[src/hw/rtl/bpp_pkg.sv]
// ----------------------------------------------------------------------------
// bpp_pkg: shared types and constants for the byte pattern patch block
// Sizes, register indexes, result layout and the control groups passed
// between the window cells, the result queue and the top level.
// ----------------------------------------------------------------------------
package bpp_pkg;

  // Pattern window and offset sizes
  localparam int PATTERN_MAX    = 16;
  localparam int OFFSET_BITS    = 32;
  localparam int BYTE_W         = 8;
  localparam int CFG_W          = 64;
  localparam int LEN_W          = 5;
  localparam int IDX_W          = (PATTERN_MAX > 1) ? $clog2(PATTERN_MAX) : 1;
  localparam int MATCH_OFFSET_W = 32;
  localparam int CFG_INDEX_W    = 3;

  // Result queue sizing
  localparam int FIFO_DEPTH = 4;
  localparam int FIFO_PTR_W = 2;
  localparam int FIFO_CNT_W = 3;

  typedef logic [BYTE_W-1:0]         byte_t;
  typedef logic [LEN_W-1:0]          len_t;
  typedef logic [IDX_W-1:0]          idx_t;
  typedef logic [OFFSET_BITS-1:0]    offset_t;
  typedef logic [63:0]               wide_t;
  typedef logic [MATCH_OFFSET_W-1:0] match_offset_t;
  typedef logic [FIFO_PTR_W-1:0]     fifo_ptr_t;
  typedef logic [FIFO_CNT_W-1:0]     fifo_cnt_t;

  // Configuration register indexes
  typedef enum logic [CFG_INDEX_W-1:0] {
    REG_PATTERN_LOW        = 3'd0,
    REG_PATTERN_HIGH       = 3'd1,
    REG_REPLACEMENT_LOW    = 3'd2,
    REG_REPLACEMENT_HIGH   = 3'd3,
    REG_PATTERN_LENGTH     = 3'd4,
    REG_REPLACEMENT_LENGTH = 3'd5
  } cfg_reg_t;

  // Result kinds
  typedef enum logic {
    KIND_DATA  = 1'b0,
    KIND_MATCH = 1'b1
  } kind_t;

  // One result as it sits in the output queue
  typedef struct packed {
    kind_t         kind;
    byte_t         out_byte;
    match_offset_t match_offset;
    logic          out_last;
  } result_t;

  // Per-cell control from the window sequencer
  typedef struct packed {
    logic shift;     // take the neighbor's byte
    logic load;      // take the incoming stream byte
    logic in_span;   // cell lies in the compared span
    logic keep_rep;  // replacement byte applies here, else zero
  } cell_ctrl_t;

  // Queue write requests: slot a first, slot b only together with a
  typedef struct packed {
    logic push_a;
    logic push_b;
  } fifo_push_t;

  // Queue free space
  typedef struct packed {
    logic one_free;
    logic two_free;
  } fifo_room_t;

endpackage

[src/hw/rtl/byte_pattern_patch_top.sv]
// ----------------------------------------------------------------------------
// byte_pattern_patch_top: streaming find and replace of a byte pattern
// Finds leftmost non-overlapping hits of a 1 to 16 byte pattern, patches them
// in place and reports each hit with its stream offset.
// ----------------------------------------------------------------------------
// The block takes one stream byte per cycle. Each byte enters a row of 16
// window cells; once the pattern length of bytes is held, the oldest byte
// leaves per input byte, so data lags the input by the pattern length. All
// cells compare against the pattern in the same cycle the byte arrives. A hit
// adds one report result, which occupies one extra output transfer; the input
// stalls when the four-entry result queue cannot take two results. On a byte
// marked last, the held bytes (up to the pattern length, more after a length
// change) drain from the cell row one per cycle while the queue has room;
// input stalls until the drain ends; configuration writes are always taken.
// ----------------------------------------------------------------------------
module byte_pattern_patch_top (
  input  logic                               clk,
  input  logic                               rst,
  // input stream
  input  logic                               in_valid,
  output logic                               in_stall,
  input  logic [bpp_pkg::BYTE_W-1:0]         in_byte,
  input  logic                               in_last,
  // result stream
  output logic                               out_valid,
  input  logic                               out_stall,
  output logic                               kind,
  output logic [bpp_pkg::BYTE_W-1:0]         out_byte,
  output logic [bpp_pkg::MATCH_OFFSET_W-1:0] match_offset,
  output logic                               out_last,
  // configuration writes
  input  logic                               cfg_valid,
  output logic                               cfg_ready,
  input  logic [bpp_pkg::CFG_INDEX_W-1:0]    cfg_index,
  input  logic [bpp_pkg::CFG_W-1:0]          cfg_data
);

  // Configuration registers
  logic [bpp_pkg::CFG_W-1:0] pattern_low;
  logic [bpp_pkg::CFG_W-1:0] pattern_high;
  logic [bpp_pkg::CFG_W-1:0] replacement_low;
  logic [bpp_pkg::CFG_W-1:0] replacement_high;
  bpp_pkg::len_t             pattern_length;
  bpp_pkg::len_t             replacement_length;

  // Window control state
  bpp_pkg::len_t   fill;
  bpp_pkg::len_t   skip;
  bpp_pkg::offset_t position;
  logic            flushing;

  // Working signals
  bpp_pkg::len_t   len;
  bpp_pkg::len_t   len_m1;
  bpp_pkg::len_t   rlen;
  bpp_pkg::len_t   fill1;
  bpp_pkg::len_t   fill2;
  bpp_pkg::len_t   base;
  logic            step;
  logic            emit;
  logic            check;
  logic            hit;
  logic            flush_pop;
  bpp_pkg::offset_t hit_offset;
  bpp_pkg::wide_t  hit_offset_wide;

  logic [2*bpp_pkg::CFG_W-1:0] pat_all;
  logic [2*bpp_pkg::CFG_W-1:0] rep_all;
  bpp_pkg::byte_t pat_b [bpp_pkg::PATTERN_MAX];
  bpp_pkg::byte_t rep_b [bpp_pkg::PATTERN_MAX];

  bpp_pkg::byte_t      held  [bpp_pkg::PATTERN_MAX];
  bpp_pkg::byte_t      nbr   [bpp_pkg::PATTERN_MAX];
  bpp_pkg::cell_ctrl_t ctrl  [bpp_pkg::PATTERN_MAX];
  bpp_pkg::byte_t      pat_s [bpp_pkg::PATTERN_MAX];
  bpp_pkg::byte_t      rep_s [bpp_pkg::PATTERN_MAX];
  logic [bpp_pkg::PATTERN_MAX-1:0] match;

  bpp_pkg::fifo_push_t push;
  bpp_pkg::fifo_room_t room;
  bpp_pkg::result_t    data_a;
  bpp_pkg::result_t    data_b;
  bpp_pkg::result_t    data_res;
  bpp_pkg::result_t    report_res;
  bpp_pkg::result_t    flush_res;
  bpp_pkg::result_t    head;

  assign cfg_ready = 1'b1;

  // Register writes
  always_ff @(posedge clk) begin
    if (rst) begin
      pattern_low        <= '0;
      pattern_high       <= '0;
      replacement_low    <= '0;
      replacement_high   <= '0;
      pattern_length     <= bpp_pkg::len_t'(1);
      replacement_length <= '0;
    end else if (cfg_valid) begin
      unique case (bpp_pkg::cfg_reg_t'(cfg_index))
        bpp_pkg::REG_PATTERN_LOW:        pattern_low      <= cfg_data;
        bpp_pkg::REG_PATTERN_HIGH:       pattern_high     <= cfg_data;
        bpp_pkg::REG_REPLACEMENT_LOW:    replacement_low  <= cfg_data;
        bpp_pkg::REG_REPLACEMENT_HIGH:   replacement_high <= cfg_data;
        bpp_pkg::REG_PATTERN_LENGTH:     pattern_length   <= cfg_data[bpp_pkg::LEN_W-1:0];
        bpp_pkg::REG_REPLACEMENT_LENGTH: begin
          replacement_length <= cfg_data[bpp_pkg::LEN_W-1:0];
        end
        default: ;
      endcase
    end
  end

  // Clamp lengths into the usable range
  always_comb begin
    if (pattern_length == '0) begin
      len = bpp_pkg::len_t'(1);
    end else if (pattern_length > bpp_pkg::len_t'(bpp_pkg::PATTERN_MAX)) begin
      len = bpp_pkg::len_t'(bpp_pkg::PATTERN_MAX);
    end else begin
      len = pattern_length;
    end
    rlen = (replacement_length > len) ? len : replacement_length;
  end

  assign len_m1 = bpp_pkg::len_t'(len - 1'b1);

  // Split pattern and replacement into bytes
  assign pat_all = {pattern_high, pattern_low};
  assign rep_all = {replacement_high, replacement_low};

  // Step bookkeeping
  assign in_stall  = flushing || !room.two_free;
  assign step      = in_valid && !in_stall;
  assign emit      = step && (fill >= len);
  assign fill1     = bpp_pkg::len_t'(fill - bpp_pkg::len_t'(emit));
  assign fill2     = bpp_pkg::len_t'(fill1 + 1'b1);
  assign check     = step && (fill2 >= len) && (skip == '0);
  assign base      = bpp_pkg::len_t'(fill2 - len);
  assign hit       = check && (&match);
  assign flush_pop = flushing && room.one_free;

  // Cell row
  for (genvar k = 0; k < bpp_pkg::PATTERN_MAX; k++) begin : g_cell
    bpp_pkg::len_t kk;
    bpp_pkg::idx_t j;

    assign kk = bpp_pkg::len_t'(k);
    assign j  = bpp_pkg::idx_t'(kk - base);

    assign pat_b[k] = pat_all[k*bpp_pkg::BYTE_W +: bpp_pkg::BYTE_W];
    assign rep_b[k] = rep_all[k*bpp_pkg::BYTE_W +: bpp_pkg::BYTE_W];

    if (k == bpp_pkg::PATTERN_MAX - 1) begin : g_end
      assign nbr[k] = '0;
    end else begin : g_mid
      assign nbr[k] = held[k+1];
    end

    assign ctrl[k].shift    = emit || flush_pop;
    assign ctrl[k].load     = step && (fill1 == kk);
    assign ctrl[k].in_span  = check && (kk >= base) && (kk < fill2);
    assign ctrl[k].keep_rep = (bpp_pkg::len_t'(j) < rlen);
    assign pat_s[k]         = pat_b[j];
    assign rep_s[k]         = rep_b[j];

    bpp_cell u_cell (
      .clk       (clk),
      .ctrl      (ctrl[k]),
      .next_byte (nbr[k]),
      .new_byte  (in_byte),
      .pat_byte  (pat_s[k]),
      .rep_byte  (rep_s[k]),
      .hit       (hit),
      .held      (held[k]),
      .match     (match[k])
    );
  end

  // Hit offset, widened then cut to the report width
  assign hit_offset      = bpp_pkg::offset_t'(position - bpp_pkg::offset_t'(len_m1));
  assign hit_offset_wide = bpp_pkg::wide_t'(hit_offset);

  // Build results
  always_comb begin
    data_res              = '0;
    data_res.kind         = bpp_pkg::KIND_DATA;
    data_res.out_byte     = held[0];

    report_res              = '0;
    report_res.kind         = bpp_pkg::KIND_MATCH;
    report_res.match_offset = hit_offset_wide[bpp_pkg::MATCH_OFFSET_W-1:0];

    flush_res          = '0;
    flush_res.kind     = bpp_pkg::KIND_DATA;
    flush_res.out_byte = held[0];
    flush_res.out_last = (fill == bpp_pkg::len_t'(1));
  end

  // Queue writes: data byte first, then the report
  always_comb begin
    push.push_a = flush_pop || emit || hit;
    push.push_b = emit && hit;
    data_b      = report_res;
    if (flushing) begin
      data_a = flush_res;
    end else if (emit) begin
      data_a = data_res;
    end else begin
      data_a = report_res;
    end
  end

  // Window control state
  always_ff @(posedge clk) begin
    if (rst) begin
      fill     <= '0;
      skip     <= '0;
      position <= '0;
      flushing <= 1'b0;
    end else if (step) begin
      fill <= fill2;
      if (in_last) begin
        skip     <= '0;
        position <= '0;
        flushing <= 1'b1;
      end else begin
        position <= bpp_pkg::offset_t'(position + 1'b1);
        if (fill2 >= len) begin
          if (skip != '0) begin
            skip <= bpp_pkg::len_t'(skip - 1'b1);
          end else if (hit) begin
            skip <= len_m1;
          end
        end
      end
    end else if (flush_pop) begin
      fill <= bpp_pkg::len_t'(fill - 1'b1);
      if (fill == bpp_pkg::len_t'(1)) begin
        flushing <= 1'b0;
      end
    end
  end

  bpp_out_fifo u_out_fifo (
    .clk       (clk),
    .rst       (rst),
    .push      (push),
    .data_a    (data_a),
    .data_b    (data_b),
    .room      (room),
    .out_valid (out_valid),
    .out_stall (out_stall),
    .head      (head)
  );

  assign kind         = head.kind;
  assign out_byte     = head.out_byte;
  assign match_offset = head.match_offset;
  assign out_last     = head.out_last;

  a_fill_bound: assert property (@(posedge clk) disable iff (rst)
    fill <= bpp_pkg::len_t'(bpp_pkg::PATTERN_MAX))
    else $error("window fill above capacity");

  a_flush_start: assert property (@(posedge clk) disable iff (rst)
    (step && in_last) |=> (flushing && (fill != '0)))
    else $error("last byte did not start a drain");

  a_skip_load: assert property (@(posedge clk) disable iff (rst)
    (hit && !in_last) |=> (skip == $past(len_m1)))
    else $error("overlap skip not loaded after hit");

  a_no_compare_in_drain: assert property (@(posedge clk) disable iff (rst)
    flushing |-> (!check && !emit))
    else $error("compare or emit while draining");

endmodule

[src/hw/rtl/bpp_cell.sv]
// ----------------------------------------------------------------------------
// bpp_cell: one byte cell of the pattern window
// Holds one window byte, shifts toward the oldest end, loads the stream
// byte, compares against its aligned pattern byte and applies the patch.
// ----------------------------------------------------------------------------
module bpp_cell (
  input  logic                clk,
  input  bpp_pkg::cell_ctrl_t ctrl,
  input  bpp_pkg::byte_t      next_byte,
  input  bpp_pkg::byte_t      new_byte,
  input  bpp_pkg::byte_t      pat_byte,
  input  bpp_pkg::byte_t      rep_byte,
  input  logic                hit,
  output bpp_pkg::byte_t      held,
  output logic                match
);

  bpp_pkg::byte_t staged;
  bpp_pkg::byte_t held_next;

  // Advance the chain, then drop in the new byte
  always_comb begin
    staged = held;
    if (ctrl.shift) begin
      staged = next_byte;
    end
    if (ctrl.load) begin
      staged = new_byte;
    end
  end

  // Compare against the aligned pattern byte
  assign match = !ctrl.in_span || (staged == pat_byte);

  // Patch the span on a hit
  always_comb begin
    held_next = staged;
    if (hit && ctrl.in_span) begin
      held_next = ctrl.keep_rep ? rep_byte : '0;
    end
  end

  always_ff @(posedge clk) begin
    held <= held_next;
  end

endmodule

[src/hw/rtl/bpp_out_fifo.sv]
// ----------------------------------------------------------------------------
// bpp_out_fifo: result queue
// Small queue between the window and the output channel. Takes up to two
// results per cycle and hands out one per transfer.
// ----------------------------------------------------------------------------
module bpp_out_fifo (
  input  logic                clk,
  input  logic                rst,
  input  bpp_pkg::fifo_push_t push,
  input  bpp_pkg::result_t    data_a,
  input  bpp_pkg::result_t    data_b,
  output bpp_pkg::fifo_room_t room,
  output logic                out_valid,
  input  logic                out_stall,
  output bpp_pkg::result_t    head
);

  bpp_pkg::result_t   entries [bpp_pkg::FIFO_DEPTH];
  bpp_pkg::fifo_ptr_t wr_ptr;
  bpp_pkg::fifo_ptr_t rd_ptr;
  bpp_pkg::fifo_cnt_t count;
  bpp_pkg::fifo_cnt_t count_next;
  bpp_pkg::fifo_ptr_t wr_ptr_b;
  logic               pop;
  logic [1:0]         n_push;

  assign pop       = (count != '0) && !out_stall;
  assign out_valid = (count != '0);
  assign head      = entries[rd_ptr];
  assign n_push    = {1'b0, push.push_a} + {1'b0, push.push_b};
  assign wr_ptr_b  = bpp_pkg::fifo_ptr_t'(wr_ptr + 1'b1);

  assign room.one_free = (count < bpp_pkg::fifo_cnt_t'(bpp_pkg::FIFO_DEPTH));
  assign room.two_free = (count <= bpp_pkg::fifo_cnt_t'(bpp_pkg::FIFO_DEPTH - 2));

  assign count_next = bpp_pkg::fifo_cnt_t'(count + bpp_pkg::fifo_cnt_t'(n_push)
                                           - bpp_pkg::fifo_cnt_t'(pop));

  // Store incoming results
  always_ff @(posedge clk) begin
    if (push.push_a) begin
      entries[wr_ptr] <= data_a;
    end
    if (push.push_b) begin
      entries[wr_ptr_b] <= data_b;
    end
  end

  // Advance pointers and fill level
  always_ff @(posedge clk) begin
    if (rst) begin
      wr_ptr <= '0;
      rd_ptr <= '0;
      count  <= '0;
    end else begin
      wr_ptr <= bpp_pkg::fifo_ptr_t'(wr_ptr + n_push);
      rd_ptr <= bpp_pkg::fifo_ptr_t'(rd_ptr + pop);
      count  <= count_next;
    end
  end

  a_count_bound: assert property (@(posedge clk) disable iff (rst)
    count <= bpp_pkg::fifo_cnt_t'(bpp_pkg::FIFO_DEPTH))
    else $error("result queue over depth");

  a_second_slot: assert property (@(posedge clk) disable iff (rst)
    push.push_b |-> (push.push_a && room.two_free))
    else $error("second result pushed without first or without room");

  a_no_overflow: assert property (@(posedge clk) disable iff (rst)
    push.push_a |-> room.one_free)
    else $error("result pushed into full queue");

endmodule

[config.mk]
export PLATFORM = sky130hd
export DESIGN_NAME = byte_pattern_patch_top
export DESIGN_NICKNAME = d
export VERILOG_FILES = /design/src/hw/rtl/bpp_pkg.sv /design/src/hw/rtl/byte_pattern_patch_top.sv /design/src/hw/rtl/bpp_cell.sv /design/src/hw/rtl/bpp_out_fifo.sv
export SDC_FILE = /design/constraint.sdc
export NUM_CORES = 2
export LEC_CHECK = 0
export ABC_AREA = 1
export BUFFER_PORTS_ARGS = -buffer_cell sky130_fd_sc_hd__buf_2
export CORE_AREA = 2 2 434 436
export DETAILED_ROUTE_END_ITERATION = 8
export DIE_AREA = 0 0 436 438
export GPL_TIMING_DRIVEN = 1
export MAX_ROUTING_LAYER = met4
export PLACE_DENSITY = 0.5
export SETUP_SLACK_MARGIN = 0.15
export SLEW_MARGIN = 20
export SYNTH_ARGS = -nofsm -noshare
export SYNTH_HDL_FRONTEND = slang
export SYNTH_HIERARCHICAL = 1
export SYNTH_SLANG_ARGS = --single-unit
[constraint.sdc]
create_clock -name clk -period 9.95 [get_ports clk]
set_clock_uncertainty 0.15 [all_clocks]
set_input_delay 0.995 -clock clk [delete_from_list [all_inputs] [get_ports clk]]
set_output_delay 0.995 -clock clk [all_outputs]
set_load 0.01 [all_outputs]
==> results.json <==
{
  "worstReg2RegEnd": "u_out_fifo/count[2]$_SDFF_PP0_",
  "synthesis_stage_register_bit_count": 612,
  "worst_slew_margin_rel_pct": 15.39,
  "cp-end-kind": "flip-flop",
  "area_of_placed_instances_um2": 49330,
  "setup.worst_path.class": "reg2reg",
  "final_common_cell": "sky130_fd_sc_hd__nand2_1",
  "num-nets-final": 7780,
  "share_of_the_yosys_chip_area_belonging_to_registers_pct": 30.13,
  "r2r_start": "pattern_length[4]$_SDFFE_PP0P_",
  "detailedRoute.firstIterationViolations": 5265,
  "fmaxAchievable_mhz": 107.0,
  "avgViaCountPerCell": 4.996,
  "clk_root_buffer_cell": "sky130_fd_sc_hd__clkbuf_16",
  "synth_async_sr_flop_share_pct": 0,
  "cts-hold-fix-buffers": 0,
  "clk_pin_slew_worst_paths_ns": 0.06,
  "gr-total-overflow": 0,
  "final.period_utilization_pct": 93.90,
  "synth_flop_cell": "sky130_fd_sc_hd__dfxtp_1",
  "finalSetupViolCount": 0,
  "drive_above_1_share_pct": 8.027,
  "postRouteWirelength_mm": 246.1,
  "critPathRequiredTime_ns": 10.41,
  "worstSetupStartpointType": "flip-flop",
  "floorplan.initialDensity_pct": 24.78,
  "htree_levels": 3,
  "antenna_left": 0,
  "max_slew.worst_pin.slew_ns": 1.256,
  "min_path_type": "reg2reg",
  "final_period_minus_worst_setup_slack_ns": 9.343,
  "area_growth_from_synthesis_to_final_layout_pct": 12.78,
  "place.detailed.hpwl_mm": 193.9,
  "std_cell_rows": 159,
  "timing.critical_path.arrival_ns": 9.80,
  "grt_util_all_layers_pct": 25.74,
  "max_cap_viol_count": 0,
  "timing.final.hold_violations": 0,
  "clock_tree_from_tritoncts": "built",
  "syn-mean-instance-area_um2": 6.011,
  "critPathLaunch": "pattern_length[4]$_SDFFE_PP0P_",
  "floorplan.die_area_um2": 191000,
  "worstSkewPairLatency_ns": 0.72,
  "first_pass_grt_wire_length_mm": 343.4,
  "max-clock-path-buffers": 3,
  "syn_area_um2": 46250,
  "drv_slew": 0,
  "cts_setup_buffers": 0,
  "syn_inst": 7694,
  "hold-worst-slack_ns": 0.3079,
  "floorplan.die.width_um": 436,
  "hold_path_startpoint": "replacement_high[39]$_SDFFE_PP0P_",
  "critical-path-max-stage-delay_ns": 0.94,
  "critPathMostFrequentCell": "sky130_fd_sc_hd__nand2_1",
  "grt_start_max_net_pins": 150,
  "unrepaired_setup_endpoints_after_global_routing": "no",
  "timing.reg2reg.worst_path_depth": 41,
  "critPathSlowestCell": "sky130_fd_sc_hd__fa_4",
  "yosys_warnings": 6,
  "ioPinCount": 126,
  "setup_slack_of_the_worst_register_to_register_path_ns": 0.61,
  "yosys.cell_types.count": 52,
  "fin_area_um2": 52160,
  "path_max_fanout": 149,
  "detailroute.via_count": 50922,
  "worstSetupEndpoint": "u_out_fifo/count[2]$_SDFF_PP0_",
  "initial_antenna_violation_count": 10,
  "finalWeightedCongestion": 1.132,
  "core-area_um2": 186600,
  "run_status": "finished, final reports clean",
  "dr.pass1.iters": 8,
  "mostFrequentLayoutCells": "2943 x sky130_fd_sc_hd__nand2_1, 1075 x sky130_fd_sc_hd__o21ai_0, 552 x sky130_fd_sc_hd__nor2_1",
  "fillerInstances": 21105,
  "synth-edff-count": 168,
  "detail_route.wl_per_cell_um": 24.15,
  "drcViolationCount": 0,
  "port_buffers": 124,
  "grt_pass1_vias": 45514,
  "die-height_um": 438,
  "cts_buffers": 82,
  "cts.sink_count": 612
}
repair_timing:
item	in CTS	in global routing
endpoints found under the setup margin	0	226
gates resized for setup	0	11
hold endpoints to repair	0	0
critical path: cells and delay by family (launching register included):
kind                       cells  cell delay (ns)
buffers and inverters          8             1.11
muxes                          1             0.80
and+or+nand+nor               22             2.93
adders and majority gates      7             2.89
DFF                            1             0.33
AOI/OAI and AO/OA              2             0.65
xor gates and xnor gates       1             0.20
per-stage QoR:
stage | setup WS (ns) | utilization, % | TNS, ns | std cells
after floorplan | -0.4742 | - | -59.74 | 7712
after CTS | 0.3799 | 27.90 | 0 | 10181
after global routing | 0.1594 | 27.95 | 0 | 10191
after detailed placement | 0.3886 | 26.43 | 0 | 10029
final | 0.6067 | 27.95 | 0 | 10193
after global placement | 0.4335 | 26.43 | 0 | 10029
cell type report:
class	instances	area (µm²)	share of cell area, %
diodes	11	27.53	0.05277
well taps	2495	3122	5.985
multi-input cells	6096	28190	54.04
flip-flops and latches	612	13930	26.72
inverters	539	2112	4.049
clock inverters	45	498.0	0.9547
repair buffers	288	2041	3.912
clock buffers	107	2238	4.292
logic make-up after synthesis:
group / share of synthesized area, %
AO/OA/AOI/OAI: 20.00
XOR/XNOR: 0.6223
adder cells (fa/ha/maj): 2.213
buffers and inverters: 9.437
flip-flops: 30.13
multiplexers: 1.602
other: 0.01624
AND/OR/NAND/NOR: 35.98
metal layers:
layer / wire, µm / vias to the layer above / global-route usage [%]
li1: - / 24943 / -
met1: 106500 / 23865 / 32.25
met5: 0 / - / -
met4: 14300 / 0 / 12.86
met3: 13640 / 353 / 3.296
met2: 111700 / 1761 / 40.71
cells in the mapped netlist (3+ instances only):
cell type	count	area, µm²
sky130_fd_sc_hd__o21ai_0	1095	5480
sky130_fd_sc_hd__buf_1	27	101.4
sky130_fd_sc_hd__dfxtp_1	444	8889
sky130_fd_sc_hd__o22ai_1	44	275.3
sky130_fd_sc_hd__and2_1	4	25.02
sky130_fd_sc_hd__inv_4	32	200.2
sky130_fd_sc_hd__clkbuf_1	272	1021
sky130_fd_sc_hd__or2_0	16	100.1
sky130_fd_sc_hd__mux2i_1	74	740.7
sky130_fd_sc_hd__clkinv_1	3	11.26
sky130_fd_sc_hd__buf_2	78	390.4
sky130_fd_sc_hd__nand3_2	3	30.03
sky130_fd_sc_hd__o21bai_1	3	22.52
sky130_fd_sc_hd__edfxtp_1	168	5045
sky130_fd_sc_hd__or2_2	50	312.8
sky130_fd_sc_hd__xor2_1	23	201.4
sky130_fd_sc_hd__inv_2	13	48.80
sky130_fd_sc_hd__o21ai_2	13	113.9
sky130_fd_sc_hd__or2_1	16	100.1
sky130_fd_sc_hd__a31oi_1	114	713.2
sky130_fd_sc_hd__nand2_1	2945	11050
sky130_fd_sc_hd__nor3_1	19	95.09
sky130_fd_sc_hd__nand4_1	18	112.6
sky130_fd_sc_hd__or2_4	16	140.1
sky130_fd_sc_hd__o31ai_1	3	22.52
sky130_fd_sc_hd__o21ai_1	121	605.6
sky130_fd_sc_hd__xnor2_1	3	26.28
sky130_fd_sc_hd__a21oi_1	379	1897
sky130_fd_sc_hd__inv_1	491	1843
sky130_fd_sc_hd__buf_4	33	247.7
sky130_fd_sc_hd__fa_1	3	60.06
sky130_fd_sc_hd__nand2_2	35	219.0
sky130_fd_sc_hd__nor2_1	555	2083
sky130_fd_sc_hd__nand3_1	341	1707
sky130_fd_sc_hd__a21o_1	7	52.55
sky130_fd_sc_hd__nand3b_1	83	623.1
sky130_fd_sc_hd__buf_6	36	405.4
sky130_fd_sc_hd__ha_1	77	963.4
sky130_fd_sc_hd__clkbuf_2	19	95.09
sequential cells by signal, indices dropped and copies added, names as in the netlist:
| name | cells |
|---|---|
| u_out_fifo/wr_ptr | 2 |
| fill | 5 |
| u_out_fifo/rd_ptr | 2 |
| replacement_high | 64 |
| pattern_length | 5 |
| skip | 5 |
| u_out_fifo/count | 3 |
| replacement_length | 5 |
| g_cell.u_cell/held | 128 |
| flushing | 1 |
| replacement_low | 64 |
| pattern_high | 64 |
| u_out_fifo/entries | 168 |
| position | 32 |
| pattern_low | 64 |
worst min-delay path by stage:
stage,cells after the start,end
2_1_floorplan,2,replacement_high[0]$_SDFFE_PP0P_
3_3_place_gp,2,replacement_high[26]$_SDFFE_PP0P_
3_5_place_dp,2,replacement_high[33]$_SDFFE_PP0P_
4_1_cts,2,replacement_high[33]$_SDFFE_PP0P_
5_1_grt,2,replacement_high[27]$_SDFFE_PP0P_
6_report,2,replacement_high[39]$_SDFFE_PP0P_
Power is not shown: default switching activity piles up to over one toggle a cycle in this logic, so the estimate is an artifact.
